`config.mk`:
```
export PLATFORM = sky130hd
export DESIGN_NAME = typed_packet_deframer_sum_check_flat
export DESIGN_NICKNAME = d
export VERILOG_FILES = /design/src/rtl/tpd_pkg.sv /design/src/rtl/tpd_if.sv /design/src/rtl/typed_packet_deframer_sum_check.sv /design/src/flat_wrapper.sv
export SDC_FILE = /design/constraint.sdc
export NUM_CORES = 1
export LEC_CHECK = 0
export BUFFER_PORTS_ARGS = -buffer_cell sky130_fd_sc_hd__buf_2
export CAP_MARGIN = 0
export CELL_PAD_IN_SITES_DETAIL_PLACEMENT = 1
export CELL_PAD_IN_SITES_GLOBAL_PLACEMENT = 1
export CORE_MARGIN = 2
export CORE_UTILIZATION = 37
export DETAILED_ROUTE_END_ITERATION = 16
export GPL_ROUTABILITY_DRIVEN = 0
export PLACE_DENSITY = 0.63
export SYNTH_ARGS = -nofsm -noshare
export SYNTH_HDL_FRONTEND = slang
export SYNTH_SLANG_ARGS = --single-unit
export TNS_END_PERCENT = 1
```
`constraint.sdc`:
```
create_clock -name clk_i -period 4.9 [get_ports clk_i]
set_input_delay 0.245 -clock clk_i [delete_from_list [all_inputs] [get_ports clk_i]]
set_output_delay 0.245 -clock clk_i [all_outputs]
set_load 0.01 [all_outputs]
```
`src/rtl/tpd_pkg.sv`:
```
// Package: shared types and constants of the typed packet deframer.
`default_nettype none

package tpd_pkg;

  localparam int unsigned CntW       = 13;
  localparam int unsigned MaxPayload = 4096;
  localparam int unsigned HdrBytes   = 4;
  localparam logic [CntW-1:0] FieldLast = CntW'(HdrBytes - 1);
  localparam logic [31:0] ByeTag = 32'h6279_655F;  // "bye_"

  typedef enum logic [3:0] {
    PH_TAG   = 4'b0001,
    PH_LEN   = 4'b0010,
    PH_DATA  = 4'b0100,
    PH_CHECK = 4'b1000
  } phase_e;

  typedef enum logic [2:0] {
    ST_OK       = 3'd0,
    ST_CHECKSUM = 3'd1,
    ST_TAG      = 3'd2,
    ST_LENGTH   = 3'd3,
    ST_BYE      = 3'd4
  } status_e;

  typedef enum logic [0:0] {
    CFG_EXPECTED_TAG    = 1'b0,
    CFG_EXPECTED_LENGTH = 1'b1
  } cfg_idx_e;

  typedef enum logic [0:0] {
    KIND_PAYLOAD = 1'b0,
    KIND_STATUS  = 1'b1
  } kind_e;

endpackage

`default_nettype wire

```
`src/rtl/tpd_if.sv`:
```
// Interfaces: received byte channel, result channel and register write channel.
`default_nettype none

interface tpd_in_if;
  logic       valid;
  logic       ready;
  logic [7:0] rx_byte;

  modport source (output valid, output rx_byte, input ready);
  modport sink (input valid, input rx_byte, output ready);
endinterface

interface tpd_out_if;
  logic                 valid;
  logic                 ready;
  tpd_pkg::kind_e       kind;
  logic [7:0]           payload_byte;
  tpd_pkg::status_e     status;
  logic                 link_closed;

  modport source (output valid, output kind, output payload_byte, output status,
                  output link_closed, input ready);
  modport sink (input valid, input kind, input payload_byte, input status,
                input link_closed, output ready);
endinterface

interface tpd_cfg_if;
  logic              valid;
  logic              ready;
  tpd_pkg::cfg_idx_e idx;
  logic [31:0]       wdata;

  modport source (output valid, output idx, output wdata, input ready);
  modport sink (input valid, input idx, input wdata, output ready);
endinterface

`default_nettype wire

```
`src/rtl/typed_packet_deframer_sum_check.sv`:
```
// Top level: packet deframer with additive checksum check.
//
// Usage:
//   in_i   carries one received link byte per item. Packets are a 4-byte
//          tag, a 4-byte length (MSB first), the payload and a 4-byte
//          checksum (LSB first) holding the 32-bit sum of the payload bytes.
//   out_o  gives at most one item per received byte: each payload byte as it
//          arrives (kind 0), and one status after a bad header or after the
//          checksum (kind 1). link_closed stays set once a rejected tag was a bye tag.
//   cfg_i  writes expected_tag (index 0) or expected_length (index 1); it is
//          always ready and is meant to be used while no packet is under way.
// Timing: one byte per cycle unless out_o stalls; a result appears on out_o the
//   cycle after its byte is taken, held in a single output register.
// Stalls: in_i stays ready while the output register is empty or being
//   drained, so a stalled receiver holds off input after one pending result.
// Reset: rst_ni clears the parser to wait for a tag, clears both registers
//   and the closed flag, and empties the output register.
`default_nettype none

module typed_packet_deframer_sum_check (
  input  wire               clk_i,
  input  wire               rst_ni,
  tpd_in_if.sink            in_i,
  tpd_out_if.source         out_o,
  tpd_cfg_if.sink           cfg_i
);

  tpd_pkg::phase_e            phase_q, phase_d;
  logic [tpd_pkg::CntW-1:0]   cnt_q, cnt_d;
  logic [31:0]                tag_q, tag_d;
  logic [31:0]                len_q, len_d;
  logic [31:0]                sum_q, sum_d;
  logic [31:0]                chk_q, chk_d;
  logic                       closed_q, closed_d;
  logic [31:0]                exp_tag_q;
  logic [tpd_pkg::CntW-1:0]   exp_len_q;

  logic                       out_valid_q, out_valid_d;
  tpd_pkg::kind_e             kind_q;
  logic [7:0]                 pbyte_q;
  tpd_pkg::status_e           status_q;
  logic                       closed_out_q;

  logic                       in_acc;
  logic                       res_valid;
  tpd_pkg::kind_e             res_kind;
  logic [7:0]                 res_byte;
  tpd_pkg::status_e           res_status;
  logic [tpd_pkg::CntW:0]     data_cnt;
  logic [7:0]                 b;

  // String compare: a byte pair of zeros ends the tag early as a match.
  function automatic logic tag_match(input logic [31:0] want, input logic [31:0] got);
    logic done;
    logic ok;
    done = 1'b0;
    ok   = 1'b1;
    for (int i = 3; i >= 0; i--) begin
      if (!done) begin
        if (want[i*8 +: 8] != got[i*8 +: 8]) begin
          ok   = 1'b0;
          done = 1'b1;
        end else if (want[i*8 +: 8] == 8'd0) begin
          done = 1'b1;
        end
      end
    end
    return ok;
  endfunction

  assign b        = in_i.rx_byte;
  assign in_i.ready = !out_valid_q || out_o.ready;
  assign in_acc   = in_i.valid && in_i.ready;
  assign cfg_i.ready = 1'b1;
  assign data_cnt = {1'b0, cnt_q} + 1'b1;

  always_comb begin
    phase_d    = phase_q;
    cnt_d      = cnt_q;
    tag_d      = tag_q;
    len_d      = len_q;
    sum_d      = sum_q;
    chk_d      = chk_q;
    closed_d   = closed_q;
    res_valid  = 1'b0;
    res_kind   = tpd_pkg::KIND_STATUS;
    res_byte   = 8'd0;
    res_status = tpd_pkg::ST_OK;

    unique case (phase_q)
      tpd_pkg::PH_TAG: begin
        tag_d = {tag_q[23:0], b};
        if (cnt_q == tpd_pkg::FieldLast) begin
          phase_d = tpd_pkg::PH_LEN;
          cnt_d   = '0;
        end else begin
          cnt_d = cnt_q + 1'b1;
        end
      end
      tpd_pkg::PH_LEN: begin
        len_d = {len_q[23:0], b};
        if (cnt_q != tpd_pkg::FieldLast) begin
          cnt_d = cnt_q + 1'b1;
        end else if (!tag_match(exp_tag_q, tag_q)) begin
          res_valid = 1'b1;
          if (tag_q == tpd_pkg::ByeTag) begin
            closed_d   = 1'b1;
            res_status = tpd_pkg::ST_BYE;
          end else begin
            res_status = tpd_pkg::ST_TAG;
          end
        end else if (len_d != {{(32-tpd_pkg::CntW){1'b0}}, exp_len_q} ||
                     exp_len_q > tpd_pkg::CntW'(tpd_pkg::MaxPayload)) begin
          res_valid  = 1'b1;
          res_status = tpd_pkg::ST_LENGTH;
        end else begin
          cnt_d   = '0;
          sum_d   = '0;
          phase_d = (exp_len_q == '0) ? tpd_pkg::PH_CHECK : tpd_pkg::PH_DATA;
        end
      end
      tpd_pkg::PH_DATA: begin
        sum_d     = sum_q + {24'd0, b};
        res_valid = 1'b1;
        res_kind  = tpd_pkg::KIND_PAYLOAD;
        res_byte  = b;
        if (data_cnt >= {1'b0, exp_len_q}) begin
          phase_d = tpd_pkg::PH_CHECK;
          cnt_d   = '0;
        end else begin
          cnt_d = data_cnt[tpd_pkg::CntW-1:0];
        end
      end
      tpd_pkg::PH_CHECK: begin
        chk_d = {b, chk_q[31:8]};
        if (cnt_q != tpd_pkg::FieldLast) begin
          cnt_d = cnt_q + 1'b1;
        end else begin
          res_valid  = 1'b1;
          res_status = (chk_d == sum_q) ? tpd_pkg::ST_OK : tpd_pkg::ST_CHECKSUM;
        end
      end
      default: begin
        phase_d = tpd_pkg::PH_TAG;
      end
    endcase

    // Any status ends the packet: back to waiting for a tag.
    if (res_valid && res_kind == tpd_pkg::KIND_STATUS) begin
      phase_d = tpd_pkg::PH_TAG;
      cnt_d   = '0;
      tag_d   = '0;
      len_d   = '0;
      sum_d   = '0;
      chk_d   = '0;
    end
  end

  assign out_valid_d = in_acc ? res_valid : (out_valid_q && !out_o.ready);

  always_ff @(posedge clk_i or negedge rst_ni) begin
    if (!rst_ni) begin
      phase_q     <= tpd_pkg::PH_TAG;
      cnt_q       <= '0;
      tag_q       <= '0;
      len_q       <= '0;
      sum_q       <= '0;
      chk_q       <= '0;
      closed_q    <= 1'b0;
      exp_tag_q   <= '0;
      exp_len_q   <= '0;
      out_valid_q <= 1'b0;
    end else begin
      out_valid_q <= out_valid_d;
      if (in_acc) begin
        phase_q  <= phase_d;
        cnt_q    <= cnt_d;
        tag_q    <= tag_d;
        len_q    <= len_d;
        sum_q    <= sum_d;
        chk_q    <= chk_d;
        closed_q <= closed_d;
      end
      if (cfg_i.valid) begin
        unique case (cfg_i.idx)
          tpd_pkg::CFG_EXPECTED_TAG:    exp_tag_q <= cfg_i.wdata;
          tpd_pkg::CFG_EXPECTED_LENGTH: exp_len_q <= cfg_i.wdata[tpd_pkg::CntW-1:0];
        endcase
      end
    end
  end

  always_ff @(posedge clk_i) begin
    if (in_acc && res_valid) begin
      kind_q       <= res_kind;
      pbyte_q      <= res_byte;
      status_q     <= res_status;
      closed_out_q <= closed_d;
    end
  end

  assign out_o.valid        = out_valid_q;
  assign out_o.kind         = kind_q;
  assign out_o.payload_byte = pbyte_q;
  assign out_o.status       = status_q;
  assign out_o.link_closed  = closed_out_q;

endmodule

`default_nettype wire

```
`src/flat_wrapper.sv`:
```
// flat-port wrapper written by rule: the top's interface ports become plain ports
module typed_packet_deframer_sum_check_flat 
  (clk_i, rst_ni, in_i_valid, in_i_rx_byte, in_i_ready, out_o_valid, out_o_kind, out_o_payload_byte, out_o_status, out_o_link_closed, out_o_ready, cfg_i_valid, cfg_i_idx, cfg_i_wdata, cfg_i_ready);
  tpd_in_if in_i_i ();
  tpd_out_if out_o_i ();
  tpd_cfg_if cfg_i_i ();
  input  wire clk_i;
  input  wire rst_ni;
  input wire logic [$bits(in_i_i.valid)-1:0] in_i_valid;
  input wire logic [$bits(in_i_i.rx_byte)-1:0] in_i_rx_byte;
  output wire logic [$bits(in_i_i.ready)-1:0] in_i_ready;
  output wire logic [$bits(out_o_i.valid)-1:0] out_o_valid;
  output wire logic [$bits(out_o_i.kind)-1:0] out_o_kind;
  output wire logic [$bits(out_o_i.payload_byte)-1:0] out_o_payload_byte;
  output wire logic [$bits(out_o_i.status)-1:0] out_o_status;
  output wire logic [$bits(out_o_i.link_closed)-1:0] out_o_link_closed;
  input wire logic [$bits(out_o_i.ready)-1:0] out_o_ready;
  input wire logic [$bits(cfg_i_i.valid)-1:0] cfg_i_valid;
  input wire logic [$bits(cfg_i_i.idx)-1:0] cfg_i_idx;
  input wire logic [$bits(cfg_i_i.wdata)-1:0] cfg_i_wdata;
  output wire logic [$bits(cfg_i_i.ready)-1:0] cfg_i_ready;
  assign in_i_i.valid = in_i_valid;
  assign in_i_i.rx_byte = in_i_rx_byte;
  assign in_i_ready = in_i_i.ready;
  assign out_o_valid = out_o_i.valid;
  assign out_o_kind = out_o_i.kind;
  assign out_o_payload_byte = out_o_i.payload_byte;
  assign out_o_status = out_o_i.status;
  assign out_o_link_closed = out_o_i.link_closed;
  assign out_o_i.ready = out_o_ready;
  assign cfg_i_i.valid = cfg_i_valid;
  assign cfg_i_i.idx = cfg_i_idx;
  assign cfg_i_i.wdata = cfg_i_wdata;
  assign cfg_i_ready = cfg_i_i.ready;
  typed_packet_deframer_sum_check u_core (.clk_i(clk_i), .rst_ni(rst_ni), .in_i(in_i_i), .out_o(out_o_i), .cfg_i(cfg_i_i));
endmodule
```
# Yosys cells after proc, flatten, opt, wreduce, memory -nomap -nowiden
# Index checks and enable logic that the tools add are counted.
[word_totals]
regBits = 197
elab_cells = 135
[classes]
bitwise = 1
muxes = 68
magnitude_cmp = 2
n_reduce_logical = 25
add_sub_neg = 3
n_eq_ne = 22
[ops]
columns = ["op", "count"]
rows = [
  ["$mux W32", 8],
  ["$mux W13", 7],
  ["$pmux W32 S2", 1],
  ["$pmux W13 S4", 1],
  ["$mux W24", 2],
  ["$mux W1", 34],
  ["$add A32 B8 Y32", 1],
  ["$eq A32 B31 Y1 const B", 1],
  ["$eq A32 B32 Y1", 1],
  ["$ne A32 B13 Y1", 1],
  ["$ne A8 B8 Y1", 4],
  ["$mux W4", 7],
  ["$logic_not A8 Y1", 3],
  ["$pmux W4 S4", 1],
  ["$add A13 B1 Y14 const B", 1],
  ["$ge A14 B13 Y1", 1],
  ["$add A13 B1 Y13 const B", 1],
  ["$eq A13 B2 Y1 const B", 1],
  ["$gt A13 B13 Y1 const B", 1],
  ["$logic_not A13 Y1", 1],
  ["$ne A13 B2 Y1 const B", 1],
  ["$mux W3", 4],
  ["$reduce_and A2 Y1", 5],
  ["$reduce_and A5 Y1", 2],
  ["other kinds (21)", 31],
]

# Longest topological paths before layout
[logic_depth]
depth_word = 20
ltp_mapped = 15
ltp_nobuf = 15

# Worst setup path before layout
# OpenSTA, ideal clock, no wires.
[synth_path]
path_kind = "register to register"
from = "register u_core.cnt_q[2] in the netlist's numbering"
to = "register u_core.cnt_q[10] in the netlist's numbering"
n_path_buf = 1
path_stages_with_launch = 16
arrival_time_ps = 3134
period_less_slack_ps = 3211
setup_slack_ps = 1689
cell_sequence = "dfrtp_1 -> clkbuf_1 -> nand2_1 -> nor2_1 -> nand3_1 -> nor2_1 -> nand3_1 -> xnor2_1 -> ha_1 -> a21o_1 -> a211o_1 -> a21oi_1 -> a32o_1 -> o21ai_1 -> or2_1 -> o21ai_1"
[synth_between]
elab_chain_len = 6
word_cells_on_any_way = 20
classes_between = "add/sub: 2; order compare: 1; eq/ne: 5; mux: 9; reduce/logical: 3"
[synth_rtl]
columns = ["element", "line_no", "source"]
rows = [
  ["start: declaration", "typed_packet_deframer_sum_check.sv:29", "logic [tpd_pkg::CntW-1:0] cnt_q, cnt_d;"],
  ["start signal: assignment", "typed_packet_deframer_sum_check.sv:177", "cnt_q <= cnt_d;"],
  ["branches (longest 6 deep; another with $add A13 B1 Y14)", "--", ""],
]
# Parallel ways; which one is timed is not known. The select of a mux whose other input is x is not followed.
# A chain may end at the register's enable or synchronous reset.

# Final worst setup path
# Same ends and word-level chain as after synthesis.

==> run summary <==
Die X-Extent = 165 um
Max_cap viols = 0
Post-Syn Instances = 864
Ys async rst share = 93.1%
Reg clk slew, reported paths = 0.08 ns
Most common cell after layout, fill and taps aside = dfrtp_1
Relative slew slack = 31.6%
Worst Path Arrival = 4.09 ns
# rows = 59
Clk_lat worst skew = 0.43 ns
Simple-gate share of the synthesized area = 14.0%
Setup ws final = 1.17 ns
Seq cells post-synth = 189
Placed Cells = 1,225
# DRC = 0
Post-CTS setup buffers = 0
Worst setup path class = reg -> reg
Avg WL per Cell = 20.5 um
Die area = 27,300 um^2
Mux contribution to synthesized area = 5.49%
I/O Pins = 62
Commonest non-fill, non-tap cells in the layout = 175 x dfrtp_1, 85 x a22o_1, 64 x xnor2_1
Min-delay worst type = in -> reg
Non-filler cells, final = 1,257
Max Buffers Root-to-Sink = 2
HPWL after DPL = 18.3 mm
Setup TNS = 0 ns
Final period util = 76.2%
Clk sinks = 189
DR iter-0 viols = 390
Setup Skew = 0.0113 ns
Layout cells sized above 1 = 17.7%
Outcome = complete, no violations
Max Slew Vio Count = 0
Kind of end point of the critical path = flip-flop
Ant diodes = 0
Area Growth Syn to Fin = 12.2%
Syn_area_per_cell = 11.1 um^2
Core footprint = 25,800 um^2
Initial antenna violation count = 0
Via count = 6,913
Root Buffer = clkbuf_16
Max VDD drop = 0.192 mV
Most used flip-flop cell after synthesis = dfrtp_1
XOR/XNOR Fraction of Synth Area = 10.3%
Fill count = 2,817
Max Fclk = 0.268 GHz
Final Hold Vio Count = 0
First-pass GRT wire length = 41.4 mm
Total wire length = 25.8 mm
Starting Density = 37.3%
TritonCTS buffer count = 17
CTS H-tree lvls = 4
RSZ-0062 raised after global routing = false
Final #Nets = 979
GRT Util Overall = 19.9%
GR Overflow Total = 0
Largest family of logic cells by synthesized area = compound AO/OA/AOI/OAI gates
Antenna Nets Post-Route = 0
Power Dens Cells = 335 nW/um^2
DRT Pass-1 Iters = 4
Final Setup Violations = 0
Worst-Margin Slew = 1.02 ns
Worst setup SP type = flip-flop
Worst hold slack = 0.0367 ns
Synthesized net count = 933
Multi-input logic area = 4540 um^2
Worst Path Max Fanout = 8
Largest net degree at the start of global routing = 96
Min cycle time layout = 3.73 ns
TritonCTS clock tree = built
Vias in the first global route = 7,307
DP Worst Slack = 1.20 ns
Post-Synth Adder-Cell Area = 3.07%
DR vias/cell = 5.50
Synth warnings = 0
Area occupied by registers = 4800 um^2
# port buffers = 60
Die height = 165 um
Req. time, crit path = 5.26 ns
Post-synth EDFFs = 13
Synthesized area = 9620 um^2
Lkg Pwr = 4.70 nW
Post-synthesis cell type count = 64
Complex-gate fraction of the synthesized area = 14.3%
Seq/Total Area, Yosys = 49.9%
## cells by family after synthesis
logic type / after synthesis
buffers and inverters: 67
flip-flops: 189
XOR/XNOR: 113
AO/OA/AOI/OAI: 177
multiplexers: 47
adder cells (fa/ha/maj): 23
AND/OR/NAND/NOR: 247
other: 1
## cells in the mapped netlist (all sizes together) (3+ instances only)
library cell / count / area share [%]
a21oi: 24 / 1.4
nand2: 63 / 2.5
nand4: 24 / 1.6
o21ai: 28 / 1.5
xor2: 49 / 4.5
nor2: 39 / 1.5
a22o: 85 / 7.7
and4: 4 / 0.36
nor4b: 3 / 0.34
or3: 4 / 0.26
a211oi: 3 / 0.23
edfxtp: 13 / 4.1
nor2b: 6 / 0.39
nor4bb: 4 / 0.42
nor3b: 3 / 0.23
nor3: 13 / 0.96
a211o: 3 / 0.27
and3: 6 / 0.39
nor4: 27 / 1.9
o31ai: 11 / 0.86
or2: 4 / 0.26
and2: 12 / 0.78
mux2: 46 / 5.4
nand3: 25 / 1.3
clkbuf: 25 / 0.98
a21o: 5 / 0.39
inv: 24 / 0.94
buf: 18 / 1.1
dfrtp: 175 / 46
a31oi: 4 / 0.42
xnor2: 64 / 5.8
nand2b: 5 / 0.33
ha: 22 / 2.9
## sequential cells by signal, summed over array words and instances (netlist names)
name,cells
u_core.out_o.payload_byte,8
u_core.exp_len_q,13
u_core.closed_q,1
u_core.cnt_q,13
u_core.chk_q,24
u_core.out_o.status,3
u_core.out_o.link_closed,1
u_core.sum_q,32
u_core.out_o.kind,1
u_core.tag_q,32
u_core.len_q,24
u_core.exp_tag_q,32
u_core.out_o.valid,1
u_core.phase_q,4
## critical path, cell delays in order, from the launching register on
cell     delay (ns)
dfrtp_1        0.47
nand2_1        0.10
nor2_1         0.31
nand3_1        0.24
nor2_1         0.26
nand3_1        0.13
xnor2_1        0.22
ha_1           0.29
a21o_1         0.19
a211o_1        0.28
a21oi_1        0.18
a32o_1         0.18
o21ai_1        0.24
or2_1          0.38
o21ai_1        0.17
## through the flow
step	power (mW)	util [%]	cell area [um^2]
finish	3.61	41.9	10800
global route	3.80	41.9	10800
CTS	3.67	41.9	10800
detailed placement	2.30	39.6	10200
global placement	2.29	39.6	10200
floorplan	2.11	-	9620
## report_power, final
part	switching [mW]	internal, mW
Sequential	0.142	1.68
Clock	0.643	0.706
Combinational	0.226	0.216
Total	1.01	2.60
## worst paths after layout
check,slack [ns],depth (start not counted),to,startpoint
max,1.17,14,u_core.cnt_q[10],u_core.cnt_q[2]
min,0.04,2,u_core.exp_tag_q[16],cfg_i_wdata[16]
max reg2reg,1.17,14,u_core.cnt_q[10],u_core.cnt_q[2]
min reg2reg,0.47,1,u_core.closed_q,u_core.closed_q
max in group asynchronous,3.08,3,u_core.tag_q[15],rst_ni
min in group asynchronous,0.47,2,u_core.cnt_q[3],rst_ni
## metal layers
metal  wire length (um)  global-route usage (%)  vias up
met5                  0                       0        -
met1              12100                    26.9     3562
li1                   -                       -     3237
met3                611                    2.47       23
met4                380                    5.30        0
met2              12700                    33.7       91
## layout make-up
cell class / count / area share (%)
Sequential cell: 189 / 44.4
Multi-Input combinational cell: 608 / 42.0
Clock buffer: 20 / 4.32
Tap cell: 335 / 3.88
Timing Repair Buffer: 70 / 3.56
Clock inverter: 11 / 0.939
Inverter: 24 / 0.835
## what timing repair did
item                                   4_1_cts  5_1_grt
hold buffers                                 1        0
gates resized for setup                      0        0
endpoints found under the hold margin       92        0
Power figures use the tool's default switching activity.
